### src/rtl/core/lpg_pkg.sv
// shared types and constants of the line pixel generator
package lpg_pkg;

    localparam int COORD_W = 6;
    localparam int COLOR_W = 24;

    // classified line request, coordinates held at full port width
    typedef struct packed {
        logic [COORD_W-1:0] x0;
        logic [COORD_W-1:0] y0;
        logic [COORD_W-1:0] dx;
        logic [COORD_W-1:0] dy;
        logic               dir_neg;
        logic               steep;
        logic [COLOR_W-1:0] color;
    } lpg_cmd_t;

endpackage

### src/rtl/core/line_pixel_generator.sv
// top level of the bresenham line pixel generator
//
//  channel | dir | beat content (tdata low bit first)                 | tlast
//  s_      | in  | x_start[5:0] y_start[11:6] x_end[17:12] y_end[23:18] |  -
//          |     | line_color[47:24]                                   |
//  m_      | out | pixel_x[5:0] pixel_y[11:6] pixel_color[35:12]       | last_pixel
//
//  a line of n = max(|dx|,|dy|)+1 pixels: the rasterizer first loads the command,
//  then gives one pixel per cycle from its stepping loop while the output is not held
//  the front end takes a request each cycle while the two-entry queue has room,
//  so a request can land while the previous line is still drawing
//  output beats sit in a register; m_tready low holds the current pixel and the loop
//  aresetn (synchronous, active low) empties the queue and drops m_tvalid
module line_pixel_generator import lpg_pkg::*; #(
    parameter int COORD_BITS = 6
) (
    input  logic        aclk,
    input  logic        aresetn,
    input  logic        s_tvalid,
    output logic        s_tready,
    input  logic [47:0] s_tdata,   // x_start, y_start, x_end, y_end, line_color
    output logic        m_tvalid,
    input  logic        m_tready,
    output logic [39:0] m_tdata,   // pixel_x, pixel_y, pixel_color, zero pad
    output logic        m_tlast    // last_pixel
);

    lpg_cmd_t           front_cmd, head_cmd;
    logic               q_full, q_empty, q_pop, q_push;
    logic [COORD_W-1:0] pixel_x, pixel_y;
    logic [COLOR_W-1:0] pixel_color;

    // classify the incoming request combinationally
    lpg_front #(.COORD_BITS(COORD_BITS)) u_front (
        .x_start    (s_tdata[5:0]),
        .y_start    (s_tdata[11:6]),
        .x_end      (s_tdata[17:12]),
        .y_end      (s_tdata[23:18]),
        .line_color (s_tdata[47:24]),
        .cmd        (front_cmd)
    );

    assign s_tready = !q_full;
    assign q_push   = s_tvalid && !q_full;

    // decouples request intake from pixel stepping
    lpg_queue u_queue (
        .aclk     (aclk),
        .aresetn  (aresetn),
        .push     (q_push),
        .push_cmd (front_cmd),
        .full     (q_full),
        .pop      (q_pop),
        .empty    (q_empty),
        .head_cmd (head_cmd)
    );

    // pixel stepping loop with registered output beat
    lpg_raster #(.COORD_BITS(COORD_BITS)) u_raster (
        .aclk        (aclk),
        .aresetn     (aresetn),
        .cmd_empty   (q_empty),
        .cmd         (head_cmd),
        .cmd_pop     (q_pop),
        .m_tvalid    (m_tvalid),
        .m_tready    (m_tready),
        .pixel_x     (pixel_x),
        .pixel_y     (pixel_y),
        .pixel_color (pixel_color),
        .last_pixel  (m_tlast)
    );

    // pack the pixel beat, upper nibble zero
    assign m_tdata = {4'b0000, pixel_color, pixel_y, pixel_x};

endmodule

### src/rtl/core/lpg_front.sv
// front end: orders endpoints by column and classifies the line
module lpg_front import lpg_pkg::*; #(
    parameter int COORD_BITS = 6
) (
    input  logic [COORD_W-1:0] x_start,
    input  logic [COORD_W-1:0] y_start,
    input  logic [COORD_W-1:0] x_end,
    input  logic [COORD_W-1:0] y_end,
    input  logic [COLOR_W-1:0] line_color,
    output lpg_cmd_t           cmd
);

    logic [COORD_BITS-1:0] xa, ya, xb, yb;
    logic [COORD_BITS-1:0] x0, y0, x1, y1;
    logic [COORD_BITS-1:0] dx, dy;
    logic                  dir_neg;

    assign xa = x_start[COORD_BITS-1:0];
    assign ya = y_start[COORD_BITS-1:0];
    assign xb = x_end[COORD_BITS-1:0];
    assign yb = y_end[COORD_BITS-1:0];

    always_comb begin
        if (xa > xb) begin
            x0 = xb;
            y0 = yb;
            x1 = xa;
            y1 = ya;
        end else begin
            x0 = xa;
            y0 = ya;
            x1 = xb;
            y1 = yb;
        end
        dx      = x1 - x0;
        dir_neg = (y1 < y0);
        dy      = dir_neg ? (y0 - y1) : (y1 - y0);
    end

    always_comb begin
        cmd.x0      = COORD_W'(x0);
        cmd.y0      = COORD_W'(y0);
        cmd.dx      = COORD_W'(dx);
        cmd.dy      = COORD_W'(dy);
        cmd.dir_neg = dir_neg;
        cmd.steep   = (dy > dx);
        cmd.color   = line_color;
    end

endmodule

### src/rtl/core/lpg_queue.sv
// two-entry command queue between front end and rasterizer
module lpg_queue import lpg_pkg::*; (
    input  logic     aclk,
    input  logic     aresetn,
    input  logic     push,
    input  lpg_cmd_t push_cmd,
    output logic     full,
    input  logic     pop,
    output logic     empty,
    output lpg_cmd_t head_cmd
);

    lpg_cmd_t    entry_reg [2];
    logic        wr_ptr_reg, rd_ptr_reg;
    logic [1:0]  count_reg, count_next;

    assign full     = (count_reg == 2'd2);
    assign empty    = (count_reg == 2'd0);
    assign head_cmd = entry_reg[rd_ptr_reg];

    always_comb begin
        count_next = count_reg;
        if (push && !pop) begin
            count_next = count_reg + 2'd1;
        end else if (pop && !push) begin
            count_next = count_reg - 2'd1;
        end
    end

    always_ff @(posedge aclk) begin
        if (!aresetn) begin
            wr_ptr_reg <= 1'b0;
            rd_ptr_reg <= 1'b0;
            count_reg  <= 2'd0;
        end else begin
            count_reg <= count_next;
            if (push) begin
                wr_ptr_reg <= ~wr_ptr_reg;
            end
            if (pop) begin
                rd_ptr_reg <= ~rd_ptr_reg;
            end
        end
    end

    always_ff @(posedge aclk) begin
        if (push) begin
            entry_reg[wr_ptr_reg] <= push_cmd;
        end
    end

endmodule

### src/rtl/core/lpg_raster.sv
// back end: steps the bresenham line one pixel per beat into an output register
module lpg_raster import lpg_pkg::*; #(
    parameter int COORD_BITS = 6
) (
    input  logic               aclk,
    input  logic               aresetn,
    input  logic               cmd_empty,
    input  lpg_cmd_t           cmd,
    output logic               cmd_pop,
    output logic               m_tvalid,
    input  logic               m_tready,
    output logic [COORD_W-1:0] pixel_x,
    output logic [COORD_W-1:0] pixel_y,
    output logic [COLOR_W-1:0] pixel_color,
    output logic               last_pixel
);

    localparam int PW = COORD_BITS + 3;

    typedef enum logic {IDLE, RUN} state_t;

    state_t                 state_reg;
    logic [COORD_BITS-1:0]  x_reg, y_reg, cnt_reg;
    logic [COORD_BITS-1:0]  major_reg, minor_reg;
    logic signed [PW-1:0]   p_reg;
    logic                   steep_reg, dir_neg_reg;
    logic [COLOR_W-1:0]     color_reg;
    logic                   m_tvalid_reg;
    logic [COORD_W-1:0]     pixel_x_reg, pixel_y_reg;
    logic [COLOR_W-1:0]     pixel_color_reg;
    logic                   last_pixel_reg;

    logic [COORD_BITS-1:0]  c_dx, c_dy, c_major, c_minor;
    logic signed [PW-1:0]   p_init, p_next, maj2, min2;
    logic                   p_pos, out_load, step_x, step_y;
    logic [COORD_BITS-1:0]  x_next, y_next;

    assign c_dx    = cmd.dx[COORD_BITS-1:0];
    assign c_dy    = cmd.dy[COORD_BITS-1:0];
    assign c_major = cmd.steep ? c_dy : c_dx;
    assign c_minor = cmd.steep ? c_dx : c_dy;
    assign p_init  = signed'(PW'({c_minor, 1'b0})) - signed'(PW'(c_major));

    assign cmd_pop  = (state_reg == IDLE) && !cmd_empty;
    assign out_load = (state_reg == RUN) && (!m_tvalid_reg || m_tready);

    // decision term update
    assign maj2   = signed'(PW'({major_reg, 1'b0}));
    assign min2   = signed'(PW'({minor_reg, 1'b0}));
    assign p_pos  = (p_reg >= 0);
    assign p_next = p_reg + min2 - (p_pos ? maj2 : '0);

    // major axis steps every pixel, minor axis on a nonnegative term
    assign step_x = steep_reg ? p_pos : 1'b1;
    assign step_y = steep_reg ? 1'b1 : p_pos;
    assign x_next = step_x ? (x_reg + 1'b1) : x_reg;
    assign y_next = !step_y ? y_reg : (dir_neg_reg ? (y_reg - 1'b1) : (y_reg + 1'b1));

    always_ff @(posedge aclk) begin
        if (!aresetn) begin
            state_reg    <= IDLE;
            m_tvalid_reg <= 1'b0;
        end else begin
            if (out_load) begin
                m_tvalid_reg <= 1'b1;
            end else if (m_tready) begin
                m_tvalid_reg <= 1'b0;
            end
            unique case (state_reg)
                IDLE: begin
                    if (cmd_pop) begin
                        state_reg <= RUN;
                    end
                end
                RUN: begin
                    if (out_load && (cnt_reg == '0)) begin
                        state_reg <= IDLE;
                    end
                end
                default: state_reg <= IDLE;
            endcase
        end
        if (cmd_pop) begin
            x_reg       <= cmd.x0[COORD_BITS-1:0];
            y_reg       <= cmd.y0[COORD_BITS-1:0];
            cnt_reg     <= c_major;
            major_reg   <= c_major;
            minor_reg   <= c_minor;
            p_reg       <= p_init;
            steep_reg   <= cmd.steep;
            dir_neg_reg <= cmd.dir_neg;
            color_reg   <= cmd.color;
        end else if (out_load) begin
            x_reg   <= x_next;
            y_reg   <= y_next;
            p_reg   <= p_next;
            cnt_reg <= cnt_reg - 1'b1;
        end
        if (out_load) begin
            pixel_x_reg     <= COORD_W'(x_reg);
            pixel_y_reg     <= COORD_W'(y_reg);
            pixel_color_reg <= color_reg;
            last_pixel_reg  <= (cnt_reg == '0);
        end
    end

    assign m_tvalid    = m_tvalid_reg;
    assign pixel_x     = pixel_x_reg;
    assign pixel_y     = pixel_y_reg;
    assign pixel_color = pixel_color_reg;
    assign last_pixel  = last_pixel_reg;

    // a new command is only taken once the previous line is done
    a_pop_idle: assert property (@(posedge aclk) disable iff (!aresetn)
        cmd_pop |-> (state_reg == IDLE))
        else $error("command popped while a line is running");

    // issuing the final pixel ends the line
    a_last_ends: assert property (@(posedge aclk) disable iff (!aresetn)
        (out_load && (cnt_reg == '0)) |=> (state_reg == IDLE) && last_pixel_reg)
        else $error("final pixel did not end the line");

    // decision term stays within its bresenham bounds
    a_p_bounds: assert property (@(posedge aclk) disable iff (!aresetn)
        (state_reg == RUN) |-> ((p_reg >= -maj2) && (p_reg <= min2)))
        else $error("decision term out of range");

endmodule

### config.mk
export PLATFORM = sky130hd
export DESIGN_NAME = line_pixel_generator
export DESIGN_NICKNAME = d
export VERILOG_FILES = /design/src/rtl/core/lpg_pkg.sv /design/src/rtl/core/line_pixel_generator.sv /design/src/rtl/core/lpg_front.sv /design/src/rtl/core/lpg_queue.sv /design/src/rtl/core/lpg_raster.sv
export SDC_FILE = /design/constraint.sdc
export NUM_CORES = 1
export LEC_CHECK = 0
export BUFFER_PORTS_ARGS = -buffer_cell sky130_fd_sc_hd__buf_4
export CORE_UTILIZATION = 50
export CTS_BUF_LIST = sky130_fd_sc_hd__clkbuf_8
export CTS_CLUSTER_DIAMETER = 40
export DETAILED_ROUTE_END_ITERATION = 8
export PLACE_DENSITY = 0.69
export SETUP_SLACK_MARGIN = 0.3
export SLEW_MARGIN = 40
export SYNTH_ARGS = -nofsm -noshare
export SYNTH_HDL_FRONTEND = slang
export SYNTH_SLANG_ARGS = --single-unit
export TNS_END_PERCENT = 100
### constraint.sdc
create_clock -name aclk -period 6.9 [get_ports aclk]
set_input_delay 0.345 -clock aclk [delete_from_list [all_inputs] [get_ports aclk]]
set_output_delay 0.345 -clock aclk [all_outputs]
set_load 0.01 [all_outputs]
Word level (Yosys, flattened, before mapping) --
Memories as Yosys holds them, arrays and structs flattened. A register that Yosys moved wholly into a read port is not among the register bits. Index checks and enable logic that the tools add are counted.
Storage, ports and cells: register bits 108, memory bits (writable) 100, input port bits 52, output and inout bits 43, word-level logic and storage cells 92, memories kept 1
Cells by class: add/subtract/negate cells 12, order comparisons 4, equal/unequal tests 1, muxes and demuxes 32, bitwise gates (word level) 3, reduce and logical (&&, ||, !) cells 21
Memories:
- u_queue.entry_reg | depth 2, bits a word 50, read ports 1, clocked after Yosys merged registers in 1, write ports 1, RTL line lpg_queue.sv:13 | lpg_cmd_t entry_reg [2];
Operators with widths (number):
- 2-to-1 mux 6 bit | 16
- 2-to-1 mux 9 bit | 2
- subtractor 6 bit | 3
- adder 6 x 1 -> 6 bit, second input constant | 2
- > comparator 6 bit | 2
- subtractor 6 x 1 -> 6 bit, second input constant | 2
- 2-to-1 mux 1 bit | 10
- nonzero test 2 bit | 5
- adder 9 x 7 -> 9 bit | 1
- >= comparator 9 x 1 -> 1 bit, second input constant | 1
- subtractor 9 bit | 1
- subtractor 7 x 6 -> 8 bit | 1
- 2-to-1 mux 7 bit | 1
- logical AND 1 bit | 6
- zero test 6 bit | 1
- < comparator 6 bit | 1
- zero test 1 bit | 5
- 2-to-1 mux 2 bit | 2
- AND reduction 2 bit | 2
- NOT 1 bit | 3
- adder 2 x 1 -> 2 bit, second input constant | 1
- equality test 2 bit, second input constant | 1
- zero test 2 bit | 1
- case mux 1 bit (2 select lines) | 1
- 2 further kinds | 2

Logic depth before layout (Yosys ltp) --
Gate-level depths: netlist of the first run.
depth in word-level cells 7, mapped depth 26, mapped depth without buffers 24

Modules after synthesis --
A second synthesis of the first run with hierarchy kept.
Unflattened totals: cell total of the unflattened synthesis 735, area total of the unflattened synthesis 9897.0 um^2
Modules (own cells, without submodules):
- lpg_raster | times used 1, cells an instance 330, area each 4609.4 um^2, seq. area each 3072.9 um^2
- lpg_queue | times used 1, cells an instance 178, area each 3814.9 um^2, seq. area each 3103.0 um^2
- lpg_front | times used 1, cells an instance 220, area each 1428.9 um^2, seq. area each 0.0 um^2
- line_pixel_generator | times used 1, cells an instance 7, area each 43.8 um^2, seq. area each 0.0 um^2

Worst setup path after synthesis of the first run --
No wires, ideal clock.
kind input to register, from input s_tdata[16], to memory u_queue.entry_reg[0][24] in the netlist's numbering (data pin), setup time 0.266 ns, data arrival time 4.625 ns, data required time 6.634 ns, setup slack 2.008 ns, cell stages on the path 25, buffers on the path 2, cell sequence inv_1 ha_1 and4_4 and3_4 a31oi_4 buf_2 mux2i_1 inv_1 ha_1 a41oi_1 nor2_1 a211oi_2 a221oi_2 or3_1 buf_6 mux2_4 nor4b_2 a31oi_1 ha_1 o21a_1 o21a_1 o21ai_0 nand2b_1 a21oi_1 a31oi_1
RTL lines:
- start: declaration | RTL line line_pixel_generator.sv:21 | input logic [47:0] s_tdata,
- end: declaration | RTL line lpg_queue.sv:13

==> results, run 1 <==
- Data on the critical path is required at its endpoint by 7.16 ns.
- After synthesis the cells add up to 9970 um^2.
- The number of global-route vias before repair is ~6,300.
- The TritonCTS clock tree is built.
- The antenna diode count is 0.
- The number of design-rule violations left by the first detailed-router iteration is 312.
- The number of clock sinks seen by CTS is 208.
- For the pin with the worst max-slew slack, the measured transition is 0.729 ns.
- The number of synthesized flops with an enable pin is 201.
- The share of layout cells above drive strength 1 is 0.211.
- The leakage power summed over all cells is 4.57 nW.
- The area growth from synthesis to layout is 16.8%.
- After detailed routing, the average wire length per cell comes to 16.3 um.
- The flow ran to the end, and the final reports show no timing, DRC or antenna violations.
- For this run, the register share of the synthesized area comes to 0.619.
- After detailed routing, the number of remaining DRC violations is 0.
- The number of placement rows is a little over 50.
- The startpoint of the worst setup timing path is s_tdata[16].
- The total via count after detailed routing is slightly above 6,000.
- OpenSTA, run right after detailed placement, puts the worst setup slack at 1.21 ns.
- The number of stages on the worst hold path is 1.
- The worst setup path category is primary input to flop.
- The final worst slack is ~1.7 ns.
- The number of clock buffers added by TritonCTS is 36.
- Dividing the final minimum period by the clock period gives 0.755.
- The total negative setup slack is 0 ns.
- The pin count of the biggest net entering global routing is 68.
- The flip-flop count of the largest register, all copies and words added is 100.
- The worst register-to-register path ends at u_raster.p_reg[8]$_DFFE_PP_.
- The worst setup path endpoint is u_queue.entry_reg[0][24]$_DFFE_PP_.
- At the end of the flow, the number of nets in the layout was 974.
- The non-filler instance count after layout is 1,172.
- Between clock sinks in the finished design, the worst skew comes to 0.0238 ns.
- The clock tree root driver cell is sky130_fd_sc_hd__clkbuf_8.
- The worst path needs 5.21 ns of the cycle, external delays included.
- For this design, the CTS-stage hold fixing added 5 buffers.
- The first detailed-routing pass ran for 4 iterations.
- The count of nets left with antenna violations once routing finished came out at 0.
- The final-report max-slew violation count is 0.
- The Yosys step of the flow raised 0 warnings.
- The maximum count of clock buffers along a single path is 3.
- The detailed-route vias per instance is 5.28.
- The element type at the critical path end is a flop.
- Once placement finished, the instance area stood at approximately 11,000 um^2.
- Across every metal layer, demand over resource in global routing totals 0.193.
- The full die area is 20,500 um^2.
- Port buffering added 90 buffers.
- The worst setup path is launched from a primary input.
- Summed over all nets, the half-perimeter wirelength after detailed placement is between 10,000 and 15,000 um.
- The count of endpoints failing hold in the final timing report is 0.
- The clock tree synthesis step divided the H-tree into 2 levels.
- The initial cell density of the core is 0.511.
- Gates resized during post-CTS repair numbered 0.
- The fmax is 0.192 GHz.
- The global-route wire length before repair is 30,700 um.
- The mean instance size in the synthesized netlist is 13.0 um^2.
- Along the worst path, the maximum fanout reaches 40.
- The max-cap check violation count is 0.
- The number of antenna violations at the first check in global routing came to 0.
- The post-route standard cell area excluding fillers is 11,600 um^2.
- The async set-reset flop share out of synthesis is 0.
- Synthesis inferred 208 register bits.
- After detailed placement, the design holds a cell count of 1,100.
- Buffers added to address setup during post-CTS repair amount to 0.
- The width of the chip is 143 um.
- The detailed-route wire length is 19,100 um.
- The worst max-slew margin expressed relative to the limit is 0.514.
- The worst register-to-register path begins at u_raster.p_reg[8]$_DFFE_PP_.
- Measured in cells, the most critical reg-to-reg path has a length of 13.
- The clock reaches the later pin of the worst-skew pair after 0.51 ns.
- Setup violations remaining at the end of the flow were counted as 0.
- The power density normalized to cell area is 468 nW/um^2.
- Measured along the y axis, the die boundary spans around 140 um.
- The setup check on the worst reg-to-reg path leaves a slack of 3.64 ns.
- Across the VDD grid, the largest voltage drop is 0.221 mV.
- The tightest min-delay check is of the primary input to flop type.
- In this run, distinct cell masters in the synthesized netlist total 60.
- The placer's final routability congestion estimate is ~0.9.
- The register clock-pin slew on the reported worst setup and hold paths is 0.06 ns.
- Setup repair after global routing left no endpoint under its margin.
- The number of cells produced by synthesis is 767.
- Data arrives at the worst endpoint at 5.46 ns.
- The floorplan step defined a core boundary enclosing 19,500 um^2.
- For this run the aggregate overflow at the end of global routing stands at 0.
- In the synthesized netlist the dominant register cell turns out to be sky130_fd_sc_hd__edfxtp_1.
- In this run the count of I/O pins placed on the die edge is 95.
-- cells in the mapped netlist (8+ instances only) --
cell type | instances | area share
sky130_fd_sc_hd__fa_1 | 9 | 0.018
sky130_fd_sc_hd__mux2i_1 | 25 | 0.025
sky130_fd_sc_hd__xor2_1 | 17 | 0.015
sky130_fd_sc_hd__xnor2_1 | 20 | 0.018
sky130_fd_sc_hd__a21o_1 | 8 | 0.0060
sky130_fd_sc_hd__a21oi_1 | 40 | 0.020
sky130_fd_sc_hd__a211oi_1 | 18 | 0.014
sky130_fd_sc_hd__o21a_1 | 9 | 0.0068
sky130_fd_sc_hd__nor2b_1 | 34 | 0.021
sky130_fd_sc_hd__nor3_1 | 8 | 0.0040
sky130_fd_sc_hd__nand2_1 | 62 | 0.023
sky130_fd_sc_hd__edfxtp_1 | 201 | 0.61
sky130_fd_sc_hd__nand3_1 | 9 | 0.0045
sky130_fd_sc_hd__nor2_1 | 32 | 0.012
sky130_fd_sc_hd__mux2_2 | 29 | 0.033
sky130_fd_sc_hd__clkbuf_1 | 17 | 0.0064
sky130_fd_sc_hd__nand2b_1 | 12 | 0.0075
sky130_fd_sc_hd__inv_1 | 62 | 0.023
sky130_fd_sc_hd__ha_1 | 34 | 0.043
sky130_fd_sc_hd__o21ai_0 | 32 | 0.016
-- cells in the final DEF, fill, tap and decap left out, types with 5 or more instances in the layout --
cell type | netlist | routed
sky130_fd_sc_hd__nor3_1 | 8 | 8
sky130_fd_sc_hd__nor2_1 | 32 | 31
sky130_fd_sc_hd__ha_1 | 34 | 34
sky130_fd_sc_hd__o21a_1 | 9 | 9
sky130_fd_sc_hd__o21ai_1 | 3 | 5
sky130_fd_sc_hd__nor2b_1 | 34 | 34
sky130_fd_sc_hd__mux2i_1 | 25 | 25
sky130_fd_sc_hd__o21bai_1 | 6 | 5
sky130_fd_sc_hd__clkinv_1 | 0 | 10
sky130_fd_sc_hd__nand2_1 | 62 | 61
sky130_fd_sc_hd__xnor2_1 | 20 | 20
sky130_fd_sc_hd__nand3_1 | 9 | 9
sky130_fd_sc_hd__edfxtp_1 | 201 | 201
sky130_fd_sc_hd__clkbuf_8 | 0 | 37
sky130_fd_sc_hd__nand2b_1 | 12 | 12
sky130_fd_sc_hd__dlygate4sd3_1 | 0 | 6
sky130_fd_sc_hd__a21o_1 | 8 | 8
sky130_fd_sc_hd__dfxtp_1 | 7 | 6
sky130_fd_sc_hd__a21oi_1 | 40 | 40
sky130_fd_sc_hd__fa_1 | 9 | 9
sky130_fd_sc_hd__a211oi_1 | 18 | 18
sky130_fd_sc_hd__o21ai_0 | 32 | 30
sky130_fd_sc_hd__mux2_2 | 29 | 29
sky130_fd_sc_hd__xor2_1 | 17 | 17
sky130_fd_sc_hd__inv_1 | 62 | 71
sky130_fd_sc_hd__and2_1 | 5 | 5
sky130_fd_sc_hd__buf_4 | 4 | 96
-- worst min path at each step --
| stage | start | endpoint | slack (ns) |
|---|---|---|---|
| after floorplan | u_raster.color_reg[0]$_DFFE_PP_ | u_raster.pixel_color[0]$_DFFE_PP_ | 0.40 |
| after global placement | u_raster.color_reg[9]$_DFFE_PP_ | u_raster.pixel_color[9]$_DFFE_PP_ | 0.40 |
| after detailed placement | u_raster.color_reg[13]$_DFFE_PP_ | u_raster.pixel_color[13]$_DFFE_PP_ | 0.40 |
| after CTS | s_tdata[27] | u_queue.entry_reg[0][3]$_DFFE_PP_ | 0.0004 |
| after global routing | s_tdata[43] | u_queue.entry_reg[1][19]$_DFFE_PP_ | 0.001 |
| final | s_tdata[37] | u_queue.entry_reg[1][13]$_DFFE_PP_ | 0.03 |
-- worst max-delay path, stage by stage --
cell	delay, ns
sky130_fd_sc_hd__buf_4	0.09
sky130_fd_sc_hd__inv_1	0.06
sky130_fd_sc_hd__ha_1	0.40
sky130_fd_sc_hd__and4_4	0.29
sky130_fd_sc_hd__o21ai_2	0.08
sky130_fd_sc_hd__a31oi_4	0.17
sky130_fd_sc_hd__buf_4	0.37
sky130_fd_sc_hd__mux2i_1	0.37
sky130_fd_sc_hd__inv_1	0.09
sky130_fd_sc_hd__ha_1	0.23
sky130_fd_sc_hd__a41oi_1	0.17
sky130_fd_sc_hd__nor2_1	0.07
sky130_fd_sc_hd__a211oi_2	0.28
sky130_fd_sc_hd__a221oi_2	0.13
sky130_fd_sc_hd__or3_1	0.55
sky130_fd_sc_hd__mux2_4	0.37
sky130_fd_sc_hd__nor4b_2	0.24
sky130_fd_sc_hd__a31oi_1	0.11
sky130_fd_sc_hd__ha_1	0.33
sky130_fd_sc_hd__o21a_1	0.11
sky130_fd_sc_hd__o21a_1	0.16
sky130_fd_sc_hd__o21ai_0	0.14
sky130_fd_sc_hd__nand2b_1	0.08
sky130_fd_sc_hd__a21oi_1	0.14
sky130_fd_sc_hd__a31oi_1	0.07
-- metal layers --
metal / part of all wire / global-route usage
met1: 0.44 / 0.249
met2: 0.47 / 0.321
met3: 0.058 / 0.0402
met4: 0.025 / 0.0745
met5: 0 / 0
-- metrics by stage --
step                 util  total power [mW]  hold slack, ns
floorplan               -              3.85           0.400
global placement    0.559              4.37           0.401
detailed placement  0.559              4.47           0.405
CTS                 0.596              5.51        0.000367
global route        0.597              5.87         0.00134
finish              0.597              5.45          0.0297
-- power by group --
| part | leakage [nW] | switching (mW) | internal, mW |
|---|---|---|---|
| clock network | 0.375 | 0.469 | 0.540 |
| registers | 1.95 | 0.174 | 2.02 |
| logic | 2.24 | 1.27 | 0.977 |
| total | 4.57 | 1.91 | 3.54 |
-- logic make-up after synthesis --
kind of cell               after synthesis  synth area share
DFF                                    208             0.619
and+or+nand+nor                        183            0.0922
AOI/OAI and AO/OA                      143            0.0936
buffers and inverters                   94            0.0383
muxes                                   55            0.0593
adders and majority gates               45            0.0627
xor gates and xnor gates                38            0.0341
other                                    1          0.000376
-- area by class of cell --
cell class,instances,area (um^2)
tap,265,332
fill,1600,7880
sequential,208,6180
inverter,62,233
clock inverter,29,156
clock buffer,37,509
multi-input combinational,468,3450
timing repair buffer,103,792
Note: power is estimated with default switching activity, not from simulation.
==> run 2, diff against run 1 <==
==> constraint.sdc (replaced) <==
create_clock -name aclk -period 4.81 [get_ports aclk]
set_input_delay 0.2405 -clock aclk [delete_from_list [all_inputs] [get_ports aclk]]
set_output_delay 0.2405 -clock aclk [all_outputs]
set_load 0.01 [all_outputs]
==> run 2 against run 1 <==
Compared with the run above: register-to-register slack worse by 2.2 ns; hold slack better by 0.052 ns; utilization is 1.1 points higher; global-route usage is 0.30 points higher; largest power group is now registers; highest routed layer unchanged.
==> results, run 2 (synthesis results as in run 1) <==
- The flow ran to the end, and the final reports show no timing, DRC or antenna violations.
- The aggregate global routing overflow is 0 (unchanged).
- The highest fanout seen on the critical path is 5 (-88%).
- The fill cell instance count of the final layout is 1,561 (-2.4%).
- The required time of the critical path is 5.05 ns (-2.11 ns).
- The antenna violation net count after detailed routing is 0 (unchanged).
- The share of layout cells above drive strength 1 is 0.218 (+0.00779).
- The detailed-route vias per instance is 5.20 (-1.7%).
- The number of levels in the clock H-tree came to 2 (unchanged).
- The number of placement rows came to 51 (unchanged).
- In the layout the commonest cells are sky130_fd_sc_hd__edfxtp_1 (201), sky130_fd_sc_hd__buf_4 (100), sky130_fd_sc_hd__inv_1 (70), sky130_fd_sc_hd__nand2_1 (62), sky130_fd_sc_hd__a21oi_1 (40).
- The most common cell after layout, fill and taps aside is sky130_fd_sc_hd__edfxtp_1.
- The all-layer global routing usage is 0.196 (+0.00298).
- The worst max-slew margin expressed relative to the limit is 0.473 (-0.0405).
- The worst path buffer plus inverter count came to 3 (-1).
- The flop-to-flop setup slack is 1.42 ns (-2.22 ns).
- Setup repair after global routing left no endpoint under its margin.
- The element type at the critical path end is a flop.
- The slew of the pin with the lowest slew margin was 0.790 ns (+0.0608 ns).
- The latest clock arrival within the worst-skew pair is 0.50 ns (about the same).
- On the critical path the largest part of the delay comes from compound AO/OA/AOI/OAI gates.
- The overall die height is 143 um (unchanged).
- The clock period minus final worst setup slack is between 4 and 5 ns.
- The count of endpoints failing hold in the final timing report is 0 (unchanged).
- The detailed-route wire length was 19,200 um (+0.31%).
- The total DRC errors in the routed layout is 0 (unchanged).
- The leakage power summed over all cells came to 4.64 nW (+1.5%).
- The count of endpoints failing setup in the final report is 0 (unchanged).
- The number of antenna violations at the first check in global routing is 0 (unchanged).
- The number of design-rule violations left by the first detailed-router iteration came to 314 (+0.64%).
- Among all stages on the critical path, the largest delay is contributed by sky130_fd_sc_hd__or3_1.
- The area of the core was 19,500 um^2 (unchanged).
- The layout overhead on the synthesized area is 19.0%.
- The pin count of the biggest net entering global routing is 54 (-21%).
- STA classifies the critical path startpoint as a primary input.
- The HPWL after detailed placement came to 13,400 um (+1.8%).
- The data arrival time of the critical path is 4.50 ns (-0.96 ns).
- The post-layout net count is 995 (+2.2%).
- In the finished design, the share of the clock period the worst path needs comes to 0.887.
- The width of the chip is 143 um (unchanged).
- The fmax is approximately 0.23 GHz.
- CTS placed an instance of sky130_fd_sc_hd__clkbuf_8 at the clock tree root.
- The initial cell density of the core is 0.511 (unchanged).
- The TritonCTS clock tree is built.
- The antenna diode count came to 0 (unchanged).
- The number of clock sinks seen by CTS was 208 (unchanged).
- The number of input and output port buffers inserted was 90 (unchanged).
- The total negative setup slack came to 0 ns (unchanged).
- The number of global-route vias before repair is 6,335 (-0.17%).
- The power density normalized to cell area is 653 nW/um^2 (+40%).
- The critical path goes through buf_4 > inv_2 > ha_4 > and4_4 > and3_4 > a31oi_4 > mux2i_4 > inv_1 > ha_2 > a41oi_1 > nor2_1 > a211oi_2 > a221oi_2 > or3_1 > mux2_4 > nor4b_2 > a31oi_1 > ha_1 > o21a_1 > o21a_1 > o21ai_1 > nand2b_1 > a21oi_1 > a31oi_1.
- The final clock skew is 0.0102 ns (-0.0136 ns).
- The worst ir drop on vdd is 0.302 mV (+36%).
- The setup path with the least slack is of type primary input to flop.
- The final-report max-slew violation count is 0 (unchanged).
- The global-route wire length before repair is 30,900 um (+0.61%).
- The maximum count of clock buffers along a single path was 3 (unchanged).
- The top-level port count is 95 (unchanged).
- The routed wire length per instance is 16.1 um (-1.2%).
- The worst slack at placement came to 0.0601 ns (-1.15 ns).
- The TritonCTS buffer count is 35 (-2.8%).
- The placer's final routability congestion estimate came to 0.847 (-3.7%).
- The total via count after detailed routing was 6,184 (-0.15%).
- The max-cap check violation count is 0 (unchanged).
- The register clock-pin slew on the reported worst setup and hold paths was 0.06 ns (about the same).
- The full die area is 20,500 um^2 (unchanged).
- The flip-flop count of the largest register, all copies and words added is 100 (unchanged).
- The final worst slack is 0.546 ns (-1.15 ns).
- The largest stage delay on the critical path came to 0.43 ns (-0.12 ns).
- The class of the most critical hold timing path is primary input to flop.
- The number of iterations in the first detailed-routing pass is 4 (unchanged).
## run 2: changes by cell type in the layout (fill, tap and decap cells not counted), sizes merged
cell / before / now
bufinv: 1 / 0
clkinv: 15 / 9
clkbuf: 37 / 36
clkinvlp: 2 / 3
buf: 97 / 100
dlygate4sd3: 6 / 25
inv: 73 / 76
## run 2: tightest hold or removal path, delay by kind of cell
family / cells / cell delay, ns
AO/OA/AOI/OAI: 1 / 0.16
buffers and inverters: 1 / 0.08
AND/OR/NAND/NOR: 1 / 0.05
## run 2: stage by stage
step / hold slack (ns) / std cells / util / power [mW] / cell area [um^2]
5_1_grt: 0.0647 / 1190 / 0.608 / 8.36 / 11900
3_5_place_dp: 0.405 / 1103 / 0.564 / 6.40 / 11000
3_3_place_gp: 0.401 / 1103 / 0.564 / 6.28 / 11000
6_report: 0.0816 / 1190 / 0.608 / 7.75 / 11900
4_1_cts: 0.0585 / 1190 / 0.608 / 7.82 / 11900
2_1_floorplan: 0.339 / 770 / - / 5.54 / 10100
## run 2: path summary, 6_finish.rpt
kind | startpoint | endpoint | cells past startpoint
max | s_tdata[15] | u_queue.entry_reg[0][24]$_DFFE_PP_ | 24
min | m_tready | u_raster.m_tvalid$_SDFFE_PN0P_ | 3
max reg2reg | u_queue.entry_reg[1][24]$_DFFE_PP_ | u_raster.p_reg[8]$_DFFE_PP_ | 13
min reg2reg | u_raster.color_reg[9]$_DFFE_PP_ | u_raster.pixel_color[9]$_DFFE_PP_ | 0
## run 2: timing repair
item,in CTS,in global routing
setup endpoints to repair,0,2
hold buffers,25,0
endpoints found under the hold margin,53,0
buffers inserted,0,0
resized for setup,0,1
## run 2: where the power goes
group / leakage, nW / switching, mW / internal [mW]
Sequential: 1.95 / 0.302 / 2.90
Combinational: 2.33 / 1.77 / 1.42
Clock: 0.354 / 0.653 / 0.699
Total: 4.64 / 2.73 / 5.02
## run 2: final cells by class
type	count	area, um^2	area share
Clock buffer	36	495	0.0417
Clock inverter	26	118	0.00991
Inverter	62	233	0.0196
Multi-Input combinational cell	468	3520	0.296
Sequential cell	208	6180	0.520
Tap cell	265	332	0.0279
Timing Repair Buffer	125	1000	0.0843
## run 2: metal layers
metal / up-vias / global-route usage / share of wire
li1: 3031 / - / -
met1: 2960 / 0.250 / 0.45
met4: 0 / 0.0739 / 0.022
met3: 34 / 0.0389 / 0.048
met5: - / 0 / 0
met2: 159 / 0.332 / 0.48
